`src/design/bdpc_pkg.sv`:
```
// Shared types and constants for the button debounce and press classifier.
// Holds the channel payload structs, the configuration record and register indexes.
// No dependencies; every other design file imports this package.
package bdpc_pkg;

  localparam int TIME_BITS = 32;
  localparam int BDPC_FIFO_DEPTH = 2;

  localparam logic        RST_ENABLE        = 1'b1;
  localparam logic [15:0] RST_STABLE_COUNT  = 16'd20;
  localparam logic [15:0] RST_SAMPLE_WINDOW = 16'd200;
  localparam logic [15:0] RST_CLICK_MIN_MS  = 16'd100;
  localparam logic [15:0] RST_CLICK_MAX_MS  = 16'd500;
  localparam logic [15:0] RST_LONG_MIN_MS   = 16'd2000;
  localparam logic [15:0] RST_HOLD_LIMIT_MS = 16'd5000;

  typedef enum logic [2:0] {
    CFG_ENABLE        = 3'd0,
    CFG_STABLE_COUNT  = 3'd1,
    CFG_SAMPLE_WINDOW = 3'd2,
    CFG_CLICK_MIN_MS  = 3'd3,
    CFG_CLICK_MAX_MS  = 3'd4,
    CFG_LONG_MIN_MS   = 3'd5,
    CFG_HOLD_LIMIT_MS = 3'd6
  } cfg_idx_t;

  typedef struct packed {
    logic        pin_level;
    logic        window_start;
    logic [31:0] now_ms;
  } bdpc_in_t;

  typedef struct packed {
    logic level_accepted;
    logic stable_level;
    logic press_live;
    logic very_long_hold;
    logic click;
    logic long_press;
    logic very_long_press;
  } bdpc_out_t;

  typedef struct packed {
    logic        enable;
    logic [15:0] stable_count;
    logic [15:0] sample_window;
    logic [15:0] click_min_ms;
    logic [15:0] click_max_ms;
    logic [15:0] long_min_ms;
    logic [15:0] hold_limit_ms;
  } bdpc_cfg_t;

  typedef struct packed {
    logic                 acc;
    logic                 level;
    logic [TIME_BITS-1:0] now;
  } bdpc_qitem_t;

endpackage

```
`src/design/bdpc_front.sv`:
```
// Debounce front end: window tracking and level qualification for each sample.
// Depends on bdpc_pkg; feeds the request queue with the qualified level and time.
module bdpc_front (
  input  logic                 clk,
  input  logic                 rst_n,
  input  bdpc_pkg::bdpc_cfg_t  cfg,
  input  logic                 take,
  input  bdpc_pkg::bdpc_in_t   sample,
  output bdpc_pkg::bdpc_qitem_t item
);
  import bdpc_pkg::*;

  logic        last_sample_r, last_sample_nxt;
  logic [15:0] run_count_r, run_count_nxt;
  logic [15:0] window_index_r, window_index_nxt;
  logic        window_done_r, window_done_nxt;
  logic        acc;

  always_comb begin
    last_sample_nxt  = last_sample_r;
    run_count_nxt    = run_count_r;
    window_index_nxt = window_index_r;
    window_done_nxt  = window_done_r;
    acc              = 1'b0;
    if (cfg.enable) begin
      if (sample.window_start) begin
        last_sample_nxt  = sample.pin_level;
        run_count_nxt    = '0;
        window_index_nxt = '0;
        window_done_nxt  = (cfg.sample_window == '0);
      end else if (!window_done_r) begin
        window_index_nxt = window_index_r + 16'd1;
        if (sample.pin_level == last_sample_r) begin
          if (run_count_r != 16'hFFFF) begin
            run_count_nxt = run_count_r + 16'd1;
          end
        end else begin
          last_sample_nxt = sample.pin_level;
          run_count_nxt   = '0;
        end
        if (run_count_nxt >= cfg.stable_count) begin
          acc             = 1'b1;
          window_done_nxt = 1'b1;
        end else if (window_index_nxt >= cfg.sample_window) begin
          window_done_nxt = 1'b1;
        end
      end
    end
  end

  assign item.acc   = acc;
  assign item.level = sample.pin_level;
  assign item.now   = TIME_BITS'(sample.now_ms);

  always_ff @(posedge clk) begin
    if (!rst_n) begin
      last_sample_r  <= 1'b0;
      run_count_r    <= '0;
      window_index_r <= '0;
      window_done_r  <= 1'b1;
    end else if (take) begin
      last_sample_r  <= last_sample_nxt;
      run_count_r    <= run_count_nxt;
      window_index_r <= window_index_nxt;
      window_done_r  <= window_done_nxt;
    end
  end

endmodule

```
`src/design/bdpc_queue.sv`:
```
// Short request queue between the debounce front end and the press tracker.
// Depends on bdpc_pkg for the queued item type.
module bdpc_queue #(
  parameter int DEPTH = bdpc_pkg::BDPC_FIFO_DEPTH
) (
  input  logic                  clk,
  input  logic                  rst_n,
  input  logic                  push,
  input  bdpc_pkg::bdpc_qitem_t push_item,
  input  logic                  pop,
  output bdpc_pkg::bdpc_qitem_t head,
  output logic                  full,
  output logic                  empty
);
  import bdpc_pkg::*;

  localparam int PTR_W = (DEPTH > 1) ? $clog2(DEPTH) : 1;
  localparam int CNT_W = $clog2(DEPTH + 1);

  bdpc_qitem_t       mem_r [DEPTH];
  logic [PTR_W-1:0]  wr_ptr_r, wr_ptr_nxt;
  logic [PTR_W-1:0]  rd_ptr_r, rd_ptr_nxt;
  logic [CNT_W-1:0]  count_r, count_nxt;

  assign full  = (count_r == CNT_W'(DEPTH));
  assign empty = (count_r == '0);
  assign head  = mem_r[rd_ptr_r];

  always_comb begin
    wr_ptr_nxt = wr_ptr_r;
    rd_ptr_nxt = rd_ptr_r;
    count_nxt  = count_r;
    if (push) begin
      wr_ptr_nxt = (wr_ptr_r == PTR_W'(DEPTH - 1)) ? '0 : wr_ptr_r + PTR_W'(1);
    end
    if (pop) begin
      rd_ptr_nxt = (rd_ptr_r == PTR_W'(DEPTH - 1)) ? '0 : rd_ptr_r + PTR_W'(1);
    end
    if (push && !pop) begin
      count_nxt = count_r + CNT_W'(1);
    end else if (pop && !push) begin
      count_nxt = count_r - CNT_W'(1);
    end
  end

  always_ff @(posedge clk) begin
    if (push) begin
      mem_r[wr_ptr_r] <= push_item;
    end
  end

  always_ff @(posedge clk) begin
    if (!rst_n) begin
      wr_ptr_r <= '0;
      rd_ptr_r <= '0;
      count_r  <= '0;
    end else begin
      wr_ptr_r <= wr_ptr_nxt;
      rd_ptr_r <= rd_ptr_nxt;
      count_r  <= count_nxt;
    end
  end

`ifndef SYNTHESIS
  a_no_overflow: assert property (@(posedge clk) disable iff (!rst_n)
    !(push && full)) else $error("queue written while full");
  a_no_underflow: assert property (@(posedge clk) disable iff (!rst_n)
    !(pop && empty)) else $error("queue read while empty");
  a_count_step: assert property (@(posedge clk) disable iff (!rst_n)
    (push && !pop) |=> (count_r == $past(count_r) + CNT_W'(1)))
    else $error("queue count did not advance on push");
`endif

endmodule

```
`src/design/bdpc_back.sv`:
```
// Press tracker back end: holds the accepted level and press timing, classifies releases.
// Depends on bdpc_pkg; drains the request queue into the registered result output.
module bdpc_back (
  input  logic                  clk,
  input  logic                  rst_n,
  input  bdpc_pkg::bdpc_cfg_t   cfg,
  input  logic                  q_empty,
  input  bdpc_pkg::bdpc_qitem_t q_head,
  output logic                  q_pop,
  output logic                  out_valid,
  input  logic                  out_stall,
  output bdpc_pkg::bdpc_out_t   out_data
);
  import bdpc_pkg::*;

  logic                 accepted_level_r, accepted_level_nxt;
  logic                 press_active_r, press_active_nxt;
  logic [TIME_BITS-1:0] press_start_r, press_start_nxt;
  logic                 hold_latched_r, hold_latched_nxt;
  logic                 out_valid_r;
  bdpc_out_t            out_data_r, res;
  logic [TIME_BITS-1:0] dur;
  logic                 starting;

  assign q_pop = !q_empty && (!out_valid_r || !out_stall);

  always_comb begin
    accepted_level_nxt = accepted_level_r;
    press_active_nxt   = press_active_r;
    press_start_nxt    = press_start_r;
    hold_latched_nxt   = hold_latched_r;
    res                = '0;
    starting           = q_head.acc && !press_active_r && !q_head.level;
    dur                = starting ? '0 : q_head.now - press_start_r;
    if (q_head.acc) begin
      accepted_level_nxt = q_head.level;
      if (starting) begin
        press_active_nxt = 1'b1;
        press_start_nxt  = q_head.now;
      end
      if (press_active_nxt && !q_head.level && !hold_latched_r &&
          dur > TIME_BITS'(cfg.hold_limit_ms)) begin
        res.very_long_hold = 1'b1;
        hold_latched_nxt   = 1'b1;
      end
      if (hold_latched_nxt) begin
        if (q_head.level) begin
          hold_latched_nxt = 1'b0;
          press_active_nxt = 1'b0;
        end
      end else if (press_active_nxt && q_head.level) begin
        if (dur >= TIME_BITS'(cfg.click_min_ms) && dur <= TIME_BITS'(cfg.click_max_ms)) begin
          res.click = 1'b1;
        end else if (dur >= TIME_BITS'(cfg.long_min_ms) &&
                     dur <= TIME_BITS'(cfg.hold_limit_ms)) begin
          res.long_press = 1'b1;
        end else if (dur > TIME_BITS'(cfg.hold_limit_ms)) begin
          res.very_long_press = 1'b1;
        end
        press_active_nxt = 1'b0;
      end
    end
    res.level_accepted = q_head.acc;
    res.stable_level   = accepted_level_nxt;
    res.press_live     = press_active_nxt;
  end

  always_ff @(posedge clk) begin
    if (!rst_n) begin
      accepted_level_r <= 1'b1;
      press_active_r   <= 1'b0;
      press_start_r    <= '0;
      hold_latched_r   <= 1'b0;
      out_valid_r      <= 1'b0;
    end else begin
      if (q_pop) begin
        accepted_level_r <= accepted_level_nxt;
        press_active_r   <= press_active_nxt;
        press_start_r    <= press_start_nxt;
        hold_latched_r   <= hold_latched_nxt;
        out_valid_r      <= 1'b1;
      end else if (!out_stall) begin
        out_valid_r <= 1'b0;
      end
    end
  end

  always_ff @(posedge clk) begin
    if (q_pop) begin
      out_data_r <= res;
    end
  end

  assign out_valid = out_valid_r;
  assign out_data  = out_data_r;

`ifndef SYNTHESIS
  a_one_pulse: assert property (@(posedge clk) disable iff (!rst_n)
    out_valid_r |-> $onehot0({out_data_r.very_long_hold, out_data_r.click,
                              out_data_r.long_press, out_data_r.very_long_press}))
    else $error("more than one event pulse in a result");
  a_pulse_needs_accept: assert property (@(posedge clk) disable iff (!rst_n)
    (out_valid_r && (out_data_r.very_long_hold || out_data_r.click ||
                     out_data_r.long_press || out_data_r.very_long_press))
    |-> out_data_r.level_accepted)
    else $error("event pulse without an accepted level");
  a_release_ends_press: assert property (@(posedge clk) disable iff (!rst_n)
    (out_valid_r && (out_data_r.click || out_data_r.long_press ||
                     out_data_r.very_long_press))
    |-> (!out_data_r.press_live && out_data_r.stable_level))
    else $error("release pulse while press still tracked");
`endif

endmodule

```
`src/design/button_debounce_press_classifier.sv`:
```
// Top level of the button debounce and press classifier: configuration registers and wiring.
// Depends on bdpc_pkg, bdpc_front, bdpc_queue and bdpc_back.
//
//   port group | direction | handshake         | payload
//   in_        | input     | in_valid/in_stall | bdpc_in_t  (pin_level, window_start, now_ms)
//   out_       | output    | out_valid/out_stall | bdpc_out_t (level and event pulses)
//   cfg_       | input     | cfg_valid/cfg_ready | cfg_index (3 bits), cfg_data (16 bits)
//
// One sample is accepted per cycle while the queue is not full; its result passes from the queue
// entry through the output register before it is presented.
// Reset restores config and control registers to documented values and empties the queue.
// in_stall rises only when the FIFO_DEPTH-entry queue is full; out_stall holds the output
// register and lets the queue fill behind it. Configuration writes are always ready.
module button_debounce_press_classifier #(
  parameter int FIFO_DEPTH = bdpc_pkg::BDPC_FIFO_DEPTH
) (
  input  logic                clk,
  input  logic                rst_n,
  input  logic                in_valid,
  output logic                in_stall,
  input  bdpc_pkg::bdpc_in_t  in_data,
  output logic                out_valid,
  input  logic                out_stall,
  output bdpc_pkg::bdpc_out_t out_data,
  input  logic                cfg_valid,
  output logic                cfg_ready,
  input  logic [2:0]          cfg_index,
  input  logic [15:0]         cfg_data
);
  import bdpc_pkg::*;

  bdpc_cfg_t   cfg_r;
  bdpc_qitem_t front_item;
  bdpc_qitem_t q_head;
  logic        take;
  logic        q_full;
  logic        q_empty;
  logic        q_pop;

  assign cfg_ready = 1'b1;
  assign in_stall  = q_full;
  assign take      = in_valid && !q_full;

  always_ff @(posedge clk) begin
    if (!rst_n) begin
      cfg_r.enable        <= RST_ENABLE;
      cfg_r.stable_count  <= RST_STABLE_COUNT;
      cfg_r.sample_window <= RST_SAMPLE_WINDOW;
      cfg_r.click_min_ms  <= RST_CLICK_MIN_MS;
      cfg_r.click_max_ms  <= RST_CLICK_MAX_MS;
      cfg_r.long_min_ms   <= RST_LONG_MIN_MS;
      cfg_r.hold_limit_ms <= RST_HOLD_LIMIT_MS;
    end else if (cfg_valid && cfg_ready) begin
      unique case (cfg_index)
        CFG_ENABLE:        cfg_r.enable        <= cfg_data[0];
        CFG_STABLE_COUNT:  cfg_r.stable_count  <= cfg_data;
        CFG_SAMPLE_WINDOW: cfg_r.sample_window <= cfg_data;
        CFG_CLICK_MIN_MS:  cfg_r.click_min_ms  <= cfg_data;
        CFG_CLICK_MAX_MS:  cfg_r.click_max_ms  <= cfg_data;
        CFG_LONG_MIN_MS:   cfg_r.long_min_ms   <= cfg_data;
        CFG_HOLD_LIMIT_MS: cfg_r.hold_limit_ms <= cfg_data;
        default: ;
      endcase
    end
  end

  bdpc_front u_front (
    .clk    (clk),
    .rst_n  (rst_n),
    .cfg    (cfg_r),
    .take   (take),
    .sample (in_data),
    .item   (front_item)
  );

  bdpc_queue #(
    .DEPTH (FIFO_DEPTH)
  ) u_queue (
    .clk       (clk),
    .rst_n     (rst_n),
    .push      (take),
    .push_item (front_item),
    .pop       (q_pop),
    .head      (q_head),
    .full      (q_full),
    .empty     (q_empty)
  );

  bdpc_back u_back (
    .clk       (clk),
    .rst_n     (rst_n),
    .cfg       (cfg_r),
    .q_empty   (q_empty),
    .q_head    (q_head),
    .q_pop     (q_pop),
    .out_valid (out_valid),
    .out_stall (out_stall),
    .out_data  (out_data)
  );

endmodule
```
`config.mk`:
```
export PLATFORM = sky130hd
export DESIGN_NAME = button_debounce_press_classifier
export DESIGN_NICKNAME = d
export VERILOG_FILES = /design/src/design/bdpc_pkg.sv /design/src/design/bdpc_front.sv /design/src/design/bdpc_queue.sv /design/src/design/bdpc_back.sv /design/src/design/button_debounce_press_classifier.sv
export SDC_FILE = /design/constraint.sdc
export NUM_CORES = 1
export LEC_CHECK = 0
export BUFFER_PORTS_ARGS = -buffer_cell sky130_fd_sc_hd__buf_2
export CAP_MARGIN = 10
export CORE_MARGIN = 2
export CORE_UTILIZATION = 30
export CTS_BUF_LIST = sky130_fd_sc_hd__clkbuf_16
export CTS_CLUSTER_DIAMETER = 100
export DETAILED_ROUTE_END_ITERATION = 10
export SYNTH_ARGS = -nofsm -noshare
export SYNTH_HDL_FRONTEND = slang
export SYNTH_SLANG_ARGS = --single-unit
export TNS_END_PERCENT = 100
```
`constraint.sdc`:
```
create_clock -name clk -period 7.7 [get_ports clk]
set_input_delay 1.54 -clock clk [delete_from_list [all_inputs] [get_ports clk]]
set_output_delay 1.54 -clock clk [all_outputs]
set_load 0.005 [all_outputs]
```
==> flow_summary.json <==
{
  "yosys_warnings": 0,
  "multiInputGateArea_sq_mm": 0.00772,
  "vias": 11000,
  "clkTransAtPathRegs_ns": 0.06,
  "dr.first_iter.drc_count": 555,
  "synth_edf_count": 75,
  "seq_area_sq_mm": 0.00570,
  "cts.sinks": 247,
  "hold_start": "cfg_r[62]$_SDFFE_PN0P_",
  "outcome": "complete, no violations",
  "async_reset_ff_share_pct": 0,
  "worst-setup-path-type": "flop to flop",
  "slew_headroom_pct": 20.7,
  "setup_ws_ns": 2.19,
  "numCtsBuffers": 29,
  "synth_top_family_by_area": "simple AND/OR/NAND/NOR gates",
  "finalHoldViolCount": 0,
  "hold_depth": 2,
  "antenna_found_initial": 7,
  "viasPerCell": 4.84,
  "finalSetupTns_ns": 0,
  "yosys.area_share.xor_xnor_pct": 3.35,
  "final_cell_area_sq_mm": 0.0161,
  "drt_drc_violations_left": 0,
  "ir_worst_vdd_mv": 0.170,
  "ys_ff_latch": 247,
  "grt.overflow.total": 0,
  "startpoint_type": "flop",
  "ios": 68,
  "worst_pin_slew_ns": 1.19,
  "dp_hpwl_um": 25400,
  "wl_per_cell_um": 15.3,
  "routed_wl_um": 34700,
  "cts_hold_buf": 0,
  "syn_avg_cell_area_sq_um": 8.83,
  "grt_pass1_vias": 11000,
  "min_to": "cfg_r[62]$_SDFFE_PN0P_",
  "dr.pass1.iters": 5,
  "p_leak_nw": 6.28,
  "syn_to_final_growth_pct": 13.7,
  "root_buffer": "clkbuf_16",
  "p_total_mw": 5.21,
  "synth.area.mux_share_pct": 3.12,
  "die_h_um": 221,
  "min_period_over_period_pct": 71.6,
  "insertion_delay_ns": 0.59,
  "cts_max_level": 1,
  "pre_cts_ws_ns": 2.20,
  "netlist_area_sq_mm": 0.0141,
  "cts_resized": 0,
  "reg2reg_depth": 19,
  "dp.cells": 2218,
  "final_common_cell": "nand2_1",
  "grt_pass1_wl_um": 57000,
  "synthSimpleGateAreaFrac_pct": 19.3,
  "core_sq_mm": 0.0466,
  "fmax_mhz": 181,
  "place_area_sq_mm": 0.0151,
  "ys.flop_type": "dfxtp_1",
  "r2r_slack_ns": 2.19,
  "layout-drive-gt1-share_pct": 11.0,
  "worstPathMaxFanout": 28,
  "postCtsSetupBuffers": 0,
  "p_per_area_mw_per_mm2": 324,
  "cts_tree": "built",
  "critPathRequiredTime_ns": 8.02,
  "hold_path_class": "flop to flop",
  "initial_core_util_pct": 30.3,
  "grt_usage_pct": 14.1,
  "worstSetupEndpointType": "flop",
  "final-setup-viol-count": 0,
  "period_needed_ns": 5.51,
  "ys_seq_area_share_pct": 40.3,
  "synth_compound_area_share_pct": 17.0,
  "portBuffers": 66,
  "die_w_um": 221,
  "grt_max_degree": 133,
  "nets": 1830,
  "regToRegEndpoint": "u_back.out_data[0]$_SDFFCE_PP0P_",
  "rsz0062_at_grt": "no",
  "maxCapViolations": 0,
  "ant_nets": 0,
  "routabilityCongestion": 0.828,
  "final_util_pct": 34.5,
  "skew_ns": 0.0277,
  "layout.cells.non_filler": 2274,
  "yosysUniqueCellTypes": 72,
  "final_cell_mix": "232 x nand2_1, 172 x dfxtp_1, 133 x inv_1, 128 x ha_1, 109 x nor2_1",
  "die-area_sq_mm": 0.0488,
  "whs_ns": 0.469,
  "synthAdderAreaFrac_pct": 11.6,
  "slew_violations": 0,
  "clockBufferDepth": 3,
  "fillers": 4722,
  "synth_cells": 1599,
  "synth_nets": 1786,
  "num_rows": 79,
  "crit_arrival_ns": 5.83
}
==> cells in the mapped netlist (all sizes together) (4+ instances only) <==
library cell / count / area share (%)
nand2: 232 / 6.2
dfxtp: 172 / 24
inv: 132 / 3.5
ha: 128 / 11
nor2: 110 / 2.9
a21oi: 91 / 3.3
edfxtp: 75 / 16
a21boi: 74 / 3.9
o21ai: 65 / 2.3
nor2b: 64 / 2.8
clkbuf: 52 / 1.4
a21o: 34 / 1.8
xor2: 34 / 2.1
mux2: 32 / 2.6
o211ai: 32 / 1.7
nand3: 29 / 1.0
nor3: 25 / 0.96
and2: 22 / 0.97
nand4: 22 / 1.0
and3: 21 / 0.94
a22oi: 20 / 1.1
xnor2: 20 / 1.2
nand2b: 17 / 0.75
buf: 10 / 0.33
mux2i: 8 / 0.57
o21a: 8 / 0.43
nor4: 7 / 0.46
nor3b: 6 / 0.32
a41oi: 5 / 0.31
and4: 4 / 0.26
==> per-layer routing <==
metal	part of all wire [%]	global-route usage, %	routed length [um]
met1	47	18.1	16200
met2	47	24.1	16300
met3	3.7	2.58	1290
met4	2.4	3.83	843
met5	0.18	0	63
==> cell type report <==
| class | instances | area share (%) |
|---|---|---|
| flip-flops and latches | 247 | 35.5 |
| repair buffers | 75 | 2.49 |
| multi-input cells | 1158 | 48.0 |
| diodes | 1 | 0.0156 |
| clock buffers | 29 | 4.52 |
| well taps | 607 | 4.73 |
| inverters | 132 | 3.08 |
| clock inverters | 25 | 1.67 |
==> registers in the layout, summed over array words and instances (netlist names), 2 cells and up, named ones only <==
signal	cells
u_queue.count_r	2
u_queue.mem_r	68
u_front.window_index_r	16
cfg_r	97
u_back.out_data	7
u_front.run_count_r	16
u_back.press_start_r	32
==> report_power, final <==
part	leakage (nW)	switching (mW)	internal (mW)
sequential	2.10	0.0499	1.47
combinational	3.70	1.36	0.898
clock	0.488	0.595	0.833
==> cell families (layout without fill, tap and decap cells) <==
logic type,after synthesis,count (layout)
and+or+nand+nor,571,571
AOI/OAI and AO/OA,361,361
DFF,247,247
buffers and inverters,194,261
adders and majority gates,131,131
xor gates and xnor gates,54,54
muxes,40,40
other,1,2
==> worst max path at each step <==
stage | from | end | cells past startpoint
after floorplan | flop | u_back.out_data[1]$_SDFFCE_PP0P_ | 20
after global placement | flop | u_back.out_data[0]$_SDFFCE_PP0P_ | 19
after detailed placement | flop | u_back.out_data[0]$_SDFFCE_PP0P_ | 19
after CTS | flop | u_back.out_data[0]$_SDFFCE_PP0P_ | 19
after global routing | flop | u_back.out_data[0]$_SDFFCE_PP0P_ | 19
final | flop | u_back.out_data[0]$_SDFFCE_PP0P_ | 19
==> critical path, cell delays in order (launching register included) <==
cell and delay, ns:
dfxtp_1 0.53, buf_4 0.43, mux2_2 0.43, ha_1 0.33, and2_1 0.19, a221o_1 0.31
o21a_1 0.22, nor3b_1 0.29, o21ai_0 0.14, and2_1 0.17, nor3_1 0.52, ha_1 0.37
a21o_1 0.18, a21o_1 0.17, a21oi_1 0.14, o21ai_0 0.09, a31o_2 0.22, a221o_1 0.34
nand2_1 0.09, a21oi_1 0.07
(Power assumes the default switching activity.)
